$ cat src/design/dstwr_pkg.sv
// Shared types and codes for the DS-TWR initiator sequencer.
// Holds the event and command structs, phase encoding and field codes.
// No dependencies.
package dstwr_pkg;

  // Event codes carried in the op field.
  localparam logic [1:0] OP_TICK    = 2'd0;
  localparam logic [1:0] OP_TX_DONE = 2'd1;
  localparam logic [1:0] OP_RX_DONE = 2'd2;
  localparam logic [1:0] OP_RSVD    = 2'd3;

  // Transmit commands.
  localparam logic [1:0] TX_NONE  = 2'd0;
  localparam logic [1:0] TX_SYNC  = 2'd1;
  localparam logic [1:0] TX_POLL  = 2'd2;
  localparam logic [1:0] TX_FINAL = 2'd3;

  // Timestamp capture commands.
  localparam logic [1:0] CAP_NONE    = 2'd0;
  localparam logic [1:0] CAP_POLL_TX = 2'd1;
  localparam logic [1:0] CAP_RESP_RX = 2'd2;
  localparam logic [1:0] CAP_FINAL_TX = 2'd3;

  // Round status codes.
  localparam logic [2:0] ST_OK        = 3'd0;
  localparam logic [2:0] ST_SYNC_TX   = 3'd1;
  localparam logic [2:0] ST_SYNC_RX   = 3'd2;
  localparam logic [2:0] ST_POLL_TX   = 3'd3;
  localparam logic [2:0] ST_RESP_RX   = 3'd4;
  localparam logic [2:0] ST_FINAL_TX  = 3'd5;
  localparam logic [2:0] ST_RESULT_RX = 3'd6;
  localparam logic [2:0] ST_OTHER     = 3'd7;

  // Configuration register indexes.
  localparam int unsigned CFG_IDX_W = 3;
  localparam logic [CFG_IDX_W-1:0] CFG_CYCLE_TIME      = 3'd0;
  localparam logic [CFG_IDX_W-1:0] CFG_ACK_TIMEOUT     = 3'd1;
  localparam logic [CFG_IDX_W-1:0] CFG_POLL_WAIT       = 3'd2;
  localparam logic [CFG_IDX_W-1:0] CFG_OVERALL_TIMEOUT = 3'd3;
  localparam logic [CFG_IDX_W-1:0] CFG_ACK_PATTERN     = 3'd4;

  // Configuration reset values.
  localparam logic [15:0] CYCLE_TIME_RST      = 16'd500;
  localparam logic [15:0] ACK_TIMEOUT_RST     = 16'd10;
  localparam logic [15:0] POLL_WAIT_RST       = 16'd1;
  localparam logic [15:0] OVERALL_TIMEOUT_RST = 16'd10;
  localparam logic [23:0] ACK_PATTERN_RST     = 24'h41434B;

  // Sequencer phases, one-hot.
  typedef enum logic [8:0] {
    PH_IDLE       = 9'b000000001,
    PH_SYNC_PEND  = 9'b000000010,
    PH_SYNC_TX    = 9'b000000100,
    PH_SYNC_RX    = 9'b000001000,
    PH_POLL_DELAY = 9'b000010000,
    PH_POLL_TX    = 9'b000100000,
    PH_RESP_RX    = 9'b001000000,
    PH_FINAL_TX   = 9'b010000000,
    PH_RESULT_RX  = 9'b100000000
  } phase_t;

  // One input event.
  typedef struct packed {
    logic [1:0]  op;
    logic        rx_ok;
    logic [23:0] rx_payload;
  } evt_t;

  // One command result.
  typedef struct packed {
    logic [1:0] tx_start;
    logic       rx_start;
    logic       deferred;
    logic       tx_end;
    logic       rx_end;
    logic [1:0] capture;
    logic       round_done;
    logic [2:0] status;
  } res_t;

  // Saturating millisecond counter step.
  function automatic logic [15:0] bump(input logic [15:0] c);
    return (c != 16'hFFFF) ? c + 16'd1 : c;
  endfunction

  // Status reported when the overall timeout hits in a given phase.
  function automatic logic [2:0] status_of(input phase_t ph);
    logic [2:0] st;
    unique case (ph)
      PH_SYNC_TX:   st = ST_SYNC_TX;
      PH_SYNC_RX:   st = ST_SYNC_RX;
      PH_POLL_TX:   st = ST_POLL_TX;
      PH_RESP_RX:   st = ST_RESP_RX;
      PH_FINAL_TX:  st = ST_FINAL_TX;
      PH_RESULT_RX: st = ST_RESULT_RX;
      default:      st = ST_OTHER;
    endcase
    return st;
  endfunction

endpackage

$ cat src/design/ds_twr_initiator_sequencer.sv
// DS-TWR initiator sequencer: event decode, ranging phases and command output.
// Depends on dstwr_pkg for types, codes and helper functions.
// Throughput: one event per cycle while evt_stall is low (skid empty);
// the phase decision is one registered step.
// A two-entry output stage (result register plus skid) keeps input flowing
// while a result waits. Synchronous reset restores register defaults and
// puts the sequencer in the sync-pending phase with all counters cleared.
module ds_twr_initiator_sequencer (
  input  logic                           clk,
  input  logic                           rst,
  // Event channel.
  input  logic                           evt_valid,
  output logic                           evt_stall,
  input  dstwr_pkg::evt_t                evt,
  // Command result channel.
  output logic                           res_valid,
  input  logic                           res_stall,
  output dstwr_pkg::res_t                res,
  // Configuration write channel.
  input  logic                           cfg_valid,
  output logic                           cfg_ready,
  input  logic [dstwr_pkg::CFG_IDX_W-1:0] cfg_index,
  input  logic [23:0]                    cfg_data
);
  import dstwr_pkg::*;

  // Configuration registers.
  logic [15:0] cycle_time_ms;
  logic [15:0] ack_timeout_ms;
  logic [15:0] poll_wait_ms;
  logic [15:0] overall_timeout_ms;
  logic [23:0] ack_pattern;

  // Sequencer state.
  phase_t      phase, phase_next;
  logic [15:0] wait_count, wait_count_next;
  logic [15:0] overall_count, overall_count_next;
  logic        overall_armed, overall_armed_next;

  // Output stage.
  logic        out_full;
  logic        skid_full;
  res_t        skid;
  res_t        cmd;

  logic        accept;
  logic        take;
  logic [15:0] wait_bumped;
  logic [15:0] overall_bumped;
  logic        consumed;

  assign cfg_ready = 1'b1;
  assign evt_stall = skid_full;
  assign accept    = evt_valid && !skid_full;
  assign take      = out_full && !res_stall;
  assign res_valid = out_full;

  // Configuration writes; indexes beyond the list are dropped.
  always_ff @(posedge clk) begin
    if (rst) begin
      cycle_time_ms      <= CYCLE_TIME_RST;
      ack_timeout_ms     <= ACK_TIMEOUT_RST;
      poll_wait_ms       <= POLL_WAIT_RST;
      overall_timeout_ms <= OVERALL_TIMEOUT_RST;
      ack_pattern        <= ACK_PATTERN_RST;
    end else if (cfg_valid && cfg_ready) begin
      unique case (cfg_index)
        CFG_CYCLE_TIME:      cycle_time_ms      <= cfg_data[15:0];
        CFG_ACK_TIMEOUT:     ack_timeout_ms     <= cfg_data[15:0];
        CFG_POLL_WAIT:       poll_wait_ms       <= cfg_data[15:0];
        CFG_OVERALL_TIMEOUT: overall_timeout_ms <= cfg_data[15:0];
        CFG_ACK_PATTERN:     ack_pattern        <= cfg_data;
        default: ;
      endcase
    end
  end

  // Phase decision for the event at the input.
  always_comb begin
    phase_next         = phase;
    wait_count_next    = wait_count;
    overall_count_next = overall_count;
    overall_armed_next = overall_armed;
    cmd                = '0;
    consumed           = 1'b0;
    wait_bumped        = bump(wait_count);
    overall_bumped     = bump(overall_count);

    // The overall timeout takes a tick before anything else sees it.
    if (evt.op == OP_TICK && overall_armed) begin
      overall_count_next = overall_bumped;
      if (overall_bumped >= overall_timeout_ms) begin
        cmd.tx_end         = 1'b1;
        cmd.rx_end         = 1'b1;
        cmd.round_done     = 1'b1;
        cmd.status         = status_of(phase);
        overall_armed_next = 1'b0;
        overall_count_next = '0;
        wait_count_next    = '0;
        phase_next         = PH_IDLE;
        consumed           = 1'b1;
      end
    end

    if (!consumed && evt.op != OP_RSVD) begin
      unique case (phase)
        PH_SYNC_PEND: begin
          cmd.tx_start = TX_SYNC;
          phase_next   = PH_SYNC_TX;
        end
        PH_IDLE: begin
          if (evt.op == OP_TICK) begin
            wait_count_next = wait_bumped;
            if (wait_bumped >= cycle_time_ms) begin
              cmd.tx_start = TX_SYNC;
              phase_next   = PH_SYNC_TX;
            end
          end
        end
        PH_SYNC_TX: begin
          if (evt.op == OP_TX_DONE) begin
            cmd.tx_end      = 1'b1;
            cmd.rx_start    = 1'b1;
            wait_count_next = '0;
            phase_next      = PH_SYNC_RX;
          end
        end
        PH_SYNC_RX: begin
          if (evt.op == OP_TICK) begin
            wait_count_next = wait_bumped;
            if (wait_bumped >= ack_timeout_ms) begin
              cmd.rx_end   = 1'b1;
              cmd.tx_start = TX_SYNC;
              phase_next   = PH_SYNC_TX;
            end
          end else if (evt.op == OP_RX_DONE) begin
            cmd.rx_end = 1'b1;
            if (evt.rx_ok && evt.rx_payload == ack_pattern) begin
              wait_count_next = '0;
              if (poll_wait_ms == '0) begin
                overall_count_next = '0;
                overall_armed_next = 1'b1;
                cmd.tx_start       = TX_POLL;
                phase_next         = PH_POLL_TX;
              end else begin
                phase_next = PH_POLL_DELAY;
              end
            end else begin
              cmd.tx_start = TX_SYNC;
              phase_next   = PH_SYNC_TX;
            end
          end
        end
        PH_POLL_DELAY: begin
          if (evt.op == OP_TICK) begin
            wait_count_next = wait_bumped;
            if (wait_bumped >= poll_wait_ms) begin
              overall_count_next = '0;
              overall_armed_next = 1'b1;
              cmd.tx_start       = TX_POLL;
              phase_next         = PH_POLL_TX;
            end
          end
        end
        PH_POLL_TX: begin
          if (evt.op == OP_TX_DONE) begin
            cmd.capture  = CAP_POLL_TX;
            cmd.tx_end   = 1'b1;
            cmd.rx_start = 1'b1;
            cmd.deferred = 1'b1;
            phase_next   = PH_RESP_RX;
          end
        end
        PH_RESP_RX: begin
          if (evt.op == OP_RX_DONE) begin
            cmd.capture  = CAP_RESP_RX;
            cmd.rx_end   = 1'b1;
            cmd.tx_start = TX_FINAL;
            cmd.deferred = 1'b1;
            phase_next   = PH_FINAL_TX;
          end
        end
        PH_FINAL_TX: begin
          if (evt.op == OP_TX_DONE) begin
            cmd.capture  = CAP_FINAL_TX;
            cmd.tx_end   = 1'b1;
            cmd.rx_start = 1'b1;
            phase_next   = PH_RESULT_RX;
          end
        end
        PH_RESULT_RX: begin
          if (evt.op == OP_RX_DONE) begin
            cmd.tx_end         = 1'b1;
            cmd.rx_end         = 1'b1;
            cmd.round_done     = 1'b1;
            cmd.status         = ST_OK;
            overall_armed_next = 1'b0;
            overall_count_next = '0;
            wait_count_next    = '0;
            phase_next         = PH_IDLE;
          end
        end
        default: begin
          phase_next = PH_SYNC_PEND;
        end
      endcase
    end
  end

  // State update on each accepted event.
  always_ff @(posedge clk) begin
    if (rst) begin
      phase         <= PH_SYNC_PEND;
      wait_count    <= '0;
      overall_count <= '0;
      overall_armed <= 1'b0;
    end else if (accept) begin
      phase         <= phase_next;
      wait_count    <= wait_count_next;
      overall_count <= overall_count_next;
      overall_armed <= overall_armed_next;
    end
  end

  // Output stage: result register in front, skid register behind it.
  always_ff @(posedge clk) begin
    if (rst) begin
      out_full  <= 1'b0;
      skid_full <= 1'b0;
    end else if (!out_full || take) begin
      if (skid_full) begin
        out_full  <= 1'b1;
        skid_full <= accept;
      end else begin
        out_full  <= accept;
      end
    end else if (accept) begin
      skid_full <= 1'b1;
    end
  end

  // Result payloads move without reset.
  always_ff @(posedge clk) begin
    if (!out_full || take) begin
      if (skid_full) begin
        res <= skid;
        if (accept) begin
          skid <= cmd;
        end
      end else if (accept) begin
        res <= cmd;
      end
    end else if (accept) begin
      skid <= cmd;
    end
  end

endmodule
$ cat config.mk
export PLATFORM = sky130hd
export DESIGN_NAME = ds_twr_initiator_sequencer
export DESIGN_NICKNAME = d
export VERILOG_FILES = /design/src/design/dstwr_pkg.sv /design/src/design/ds_twr_initiator_sequencer.sv
export SDC_FILE = /design/constraint.sdc
export NUM_CORES = 1
export LEC_CHECK = 0
export BUFFER_PORTS_ARGS = -buffer_cell sky130_fd_sc_hd__buf_2
export CORE_MARGIN = 3
export CORE_UTILIZATION = 55
export CTS_BUF_LIST = sky130_fd_sc_hd__clkbuf_8
export CTS_CLUSTER_DIAMETER = 80
export DETAILED_ROUTE_END_ITERATION = 8
export GPL_ROUTABILITY_DRIVEN = 0
export PLACE_DENSITY = 0.74
export SYNTH_ARGS = -nofsm -noshare
export SYNTH_HDL_FRONTEND = slang
export SYNTH_SLANG_ARGS = --single-unit
$ cat constraint.sdc
create_clock -name clk -period 4.9 [get_ports clk]
set_input_delay 0.98 -clock clk [delete_from_list [all_inputs] [get_ports clk]]
set_output_delay 0.98 -clock clk [all_outputs]
set_load 0.02 [all_outputs]
==> run summary <==
Avg Inst Size Synth -> 7.868 µm²
Boundary pin count -> 74
Pleak -> 4.048 nW
Main synth FF type -> dfxtp_1
H-tree levels -> 4
Outcome -> completed
Asr flop ratio synth -> 0%
Max-slew headroom -> 22.84%
Post-synthesis register bit count -> 156
DR DRC count -> 0
CP peak stage delay -> 0.48 ns
Die width -> 136.8 µm
Clk pwr share -> 37.6%
Clk buf depth -> 2
First-pass GRT wire length -> 41830 µm
Flop pwr share -> 52.2%
Setup TNS -> 0 ns
Number of synthesized flops with an enable pin -> 24
Vias/cell -> 5.944
Antenna-violating nets left -> 0
DRT Wirelength -> 26160 µm
Worst setup margin -> 0.5394 ns
Count of non-filler cells in the finished layout -> 1481
TritonCTS Buffers -> 17
Post-synthesis net count -> 1321
Antenna violations before repair -> 1
Die H -> 136.8 µm
Crit-path max FO -> 8
Nets -> 1373
Via count -> 8803
Maximum clock rate -> 229.3 MHz
Slowest library cell on the worst path -> nor4_1
Crit-path leading delay family -> simple AND/OR/NAND/NOR gates
Synth Warn # -> 0
Cell Int Power -> 1.843 mW
Total net switching power -> 0.7334 mW
Switching share of power -> 28.47%
Core ar. -> 0.01664 mm²
Setup crit start kind -> flop
Post-synthesis sequential area ratio -> 35.74%
Area of the multi-input gates -> 0.005504 mm²
Area growth, synth to finish -> 9.546%
Worst-path clk slew -> 0.08 ns
Syn Std Cell Area -> 0.009410 mm²
HP Class -> flop to flop
Worst-skew pair later-pin latency -> 0.47 ns
Clk sinks -> 156
Routed WL per cell -> 17.66 µm
Placed Instances -> 1449
Std cell rows -> 47
Max-cap violations -> 0
Drt first pass iters -> 6
Hold Buf Count CTS -> 0
DIE AREA -> 0.01872 mm²
Iter 0 DRT Violations -> 821
Diodes inserted -> 0
GRT Util Overall -> 28.37%
Final period util -> 88.99%
RSZ-0062 raised after global routing -> no
Fin crit period -> 4.361 ns
Placement-stage worst setup slack -> 0.5959 ns
CTS tree -> yes
Fill cell total of the finished layout -> 1476
Setup CP Type -> flop to flop
Final Hold Viols -> 0
Critical Path, Cell by Cell -> ha_1 > nand3_1 > nor4_1 > and2_1 > nand2_1 > nand4_1 > xnor2_1 > ha_1 > a21o_1 > a211o_1 > a221oi_1 > o22a_1 > nand2_1 > buf_4 > o31ai_1 > o21ai_0 > nand2_1
Layout cells sized above 1 -> 11.97%
Combinational share of power -> 10.3%
Buf/Inv on CP -> 1
Cell mode on critical path -> nand2_1
Hpwl dp -> 19510 µm
Post_cts resized -> 0
FF+latch area -> 0.003363 mm²
Crit. End Element -> flop
Starting Density -> 56.54%
Actual transition at the worst max-transition pin -> 1.157 ns
Setup Viol. Count Final -> 0
Max Slew Vio Count -> 0
Worst Path Required -> 5.31 ns
Port bufs -> 72
Root buffer cell -> clkbuf_8
Peak supply drop -> 318.4 µV
Vias in the first global route -> 7998
Clock Skews -> 0.01082 ns
Synth Instances -> 1196
Setup Buffers After CTS -> 0
Unique cell type count in the Yosys netlist -> 77
Critical path arrival -> 4.77 ns
Largest net degree at the start of global routing -> 99
PwrDens -> 249.9 mW/mm²
Core Util, Final -> 61.94%
GRT overflow -> 0
[flip-flops by register name, summed over array words and instances, names as in the netlist, 9 cells and up]
signal              cells
cycle_time_ms          16
poll_wait_ms           16
skid                   12
overall_count          16
phase                   9
overall_timeout_ms     16
wait_count             16
res                    12
ack_pattern            24
ack_timeout_ms         16
[Yosys cell counts, drive strengths merged (9+ instances only)]
cell type / count / area share (%)
inv: 85 / 3.4
nor4: 15 / 1.2
and3: 10 / 0.66
nand3b: 18 / 1.4
o211ai: 9 / 0.72
nor2: 68 / 3.0
dfxtp: 132 / 28
o21ai: 54 / 2.9
buf: 12 / 0.74
nand4: 23 / 1.5
xor2: 16 / 1.5
o22ai: 9 / 0.66
a211o: 13 / 1.2
a211oi: 11 / 0.93
a21oi: 126 / 6.7
xnor2: 26 / 2.4
nor3: 23 / 1.3
o31ai: 13 / 1.1
a21o: 10 / 0.80
ha: 66 / 8.8
edfxtp: 24 / 7.7
nand3: 36 / 1.9
mux2: 13 / 1.6
clkbuf: 41 / 1.6
nand2: 235 / 9.4
a31oi: 9 / 0.60
o21a: 10 / 0.80
[power by group through the flow]
stage | Clock [mW] | Combinational [mW] | Sequential, mW
final | 0.968 | 0.264 | 1.34
after detailed placement | 0 | 0.259 | 1.37
after global routing | 1.04 | 0.289 | 1.35
after CTS | 0.974 | 0.260 | 1.34
after global placement | 0 | 0.257 | 1.37
after floorplan | 0 | 0.161 | 1.37
[through the flow]
stage	total power [mW]	hold slack (ns)	cell area, µm²
after floorplan	1.535	0.4363	9410
after global placement	1.630	0.4428	9927
after detailed placement	1.633	0.4468	9927
after CTS	2.578	0.4584	10310
after global routing	2.675	0.4795	10310
final	2.576	0.4571	10310
[cells by family (layout without fill, tap and decap cells)]
group,Yosys count,after routing,synth area share [%]
AO/OA/AOI/OAI,301,301,20.00
buffers and inverters,138,203,5.771
other,1,1,0.03985
XOR/XNOR,42,42,3.909
multiplexers,14,14,1.662
adder cells (fa/ha/maj),66,66,8.775
flip-flops,156,156,35.74
AND/OR/NAND/NOR,478,478,24.11
[placed cells by master (no fill, tap or decap), drive strengths merged, types with 10 or more instances in the layout]
master | synthesis | routed
a211o | 13 | 13
edfxtp | 24 | 24
inv | 85 | 94
xor2 | 16 | 16
a211oi | 11 | 11
nand4 | 23 | 23
o31ai | 13 | 13
nand3b | 18 | 18
dfxtp | 132 | 132
mux2 | 13 | 13
a21oi | 126 | 126
clkbuf | 41 | 18
buf | 12 | 86
nor3 | 23 | 23
o21ai | 54 | 54
nor4 | 15 | 15
nor2 | 68 | 68
a21o | 10 | 10
nand3 | 36 | 36
xnor2 | 26 | 26
ha | 66 | 66
o21a | 10 | 10
and3 | 10 | 10
nand2 | 235 | 235
[final cells by class]
class	count	area share, %
clock inverters	14	1.299
well taps	220	2.670
repair buffers	86	4.515
clock buffers	18	2.403
multi-input cells	902	53.39
flip-flops and latches	156	32.63
inverters	85	3.095
[worst reg2reg max path, cell delays in order (launching register included)]
cell      delay (ns)
dfxtp_1         0.44
ha_1            0.21
nand3_1         0.18
nor4_1          0.48
and2_1          0.27
nand2_1         0.11
nand4_1         0.12
xnor2_1         0.16
ha_1            0.28
a21o_1          0.18
a211o_1         0.29
a221oi_1        0.34
o22a_1          0.23
nand2_1         0.22
buf_4           0.26
o31ai_1         0.31
o21ai_0         0.12
nand2_1         0.12
[per-layer routing]
metal	vias up	part of all wire, %	wire (µm)	GRT usage [%]
met1	4037	46	12100	41.29
li1	4319	-	-	-
met4	2	2.6	684	8.980
met5	-	0.050	13	0
met2	388	43	11300	41.65
met3	57	7.9	2054	6.544
[worst paths after layout]
kind,startpoint,slack [ns],end,depth (start not counted)
max,overall_count[0],0.54,wait_count[6],17
min,cycle_time_ms[1],0.46,cycle_time_ms[1],2
max reg2reg,overall_count[0],0.54,wait_count[6],17
min reg2reg,cycle_time_ms[1],0.46,cycle_time_ms[1],2
Note: power is estimated with default switching activity, not from simulation.
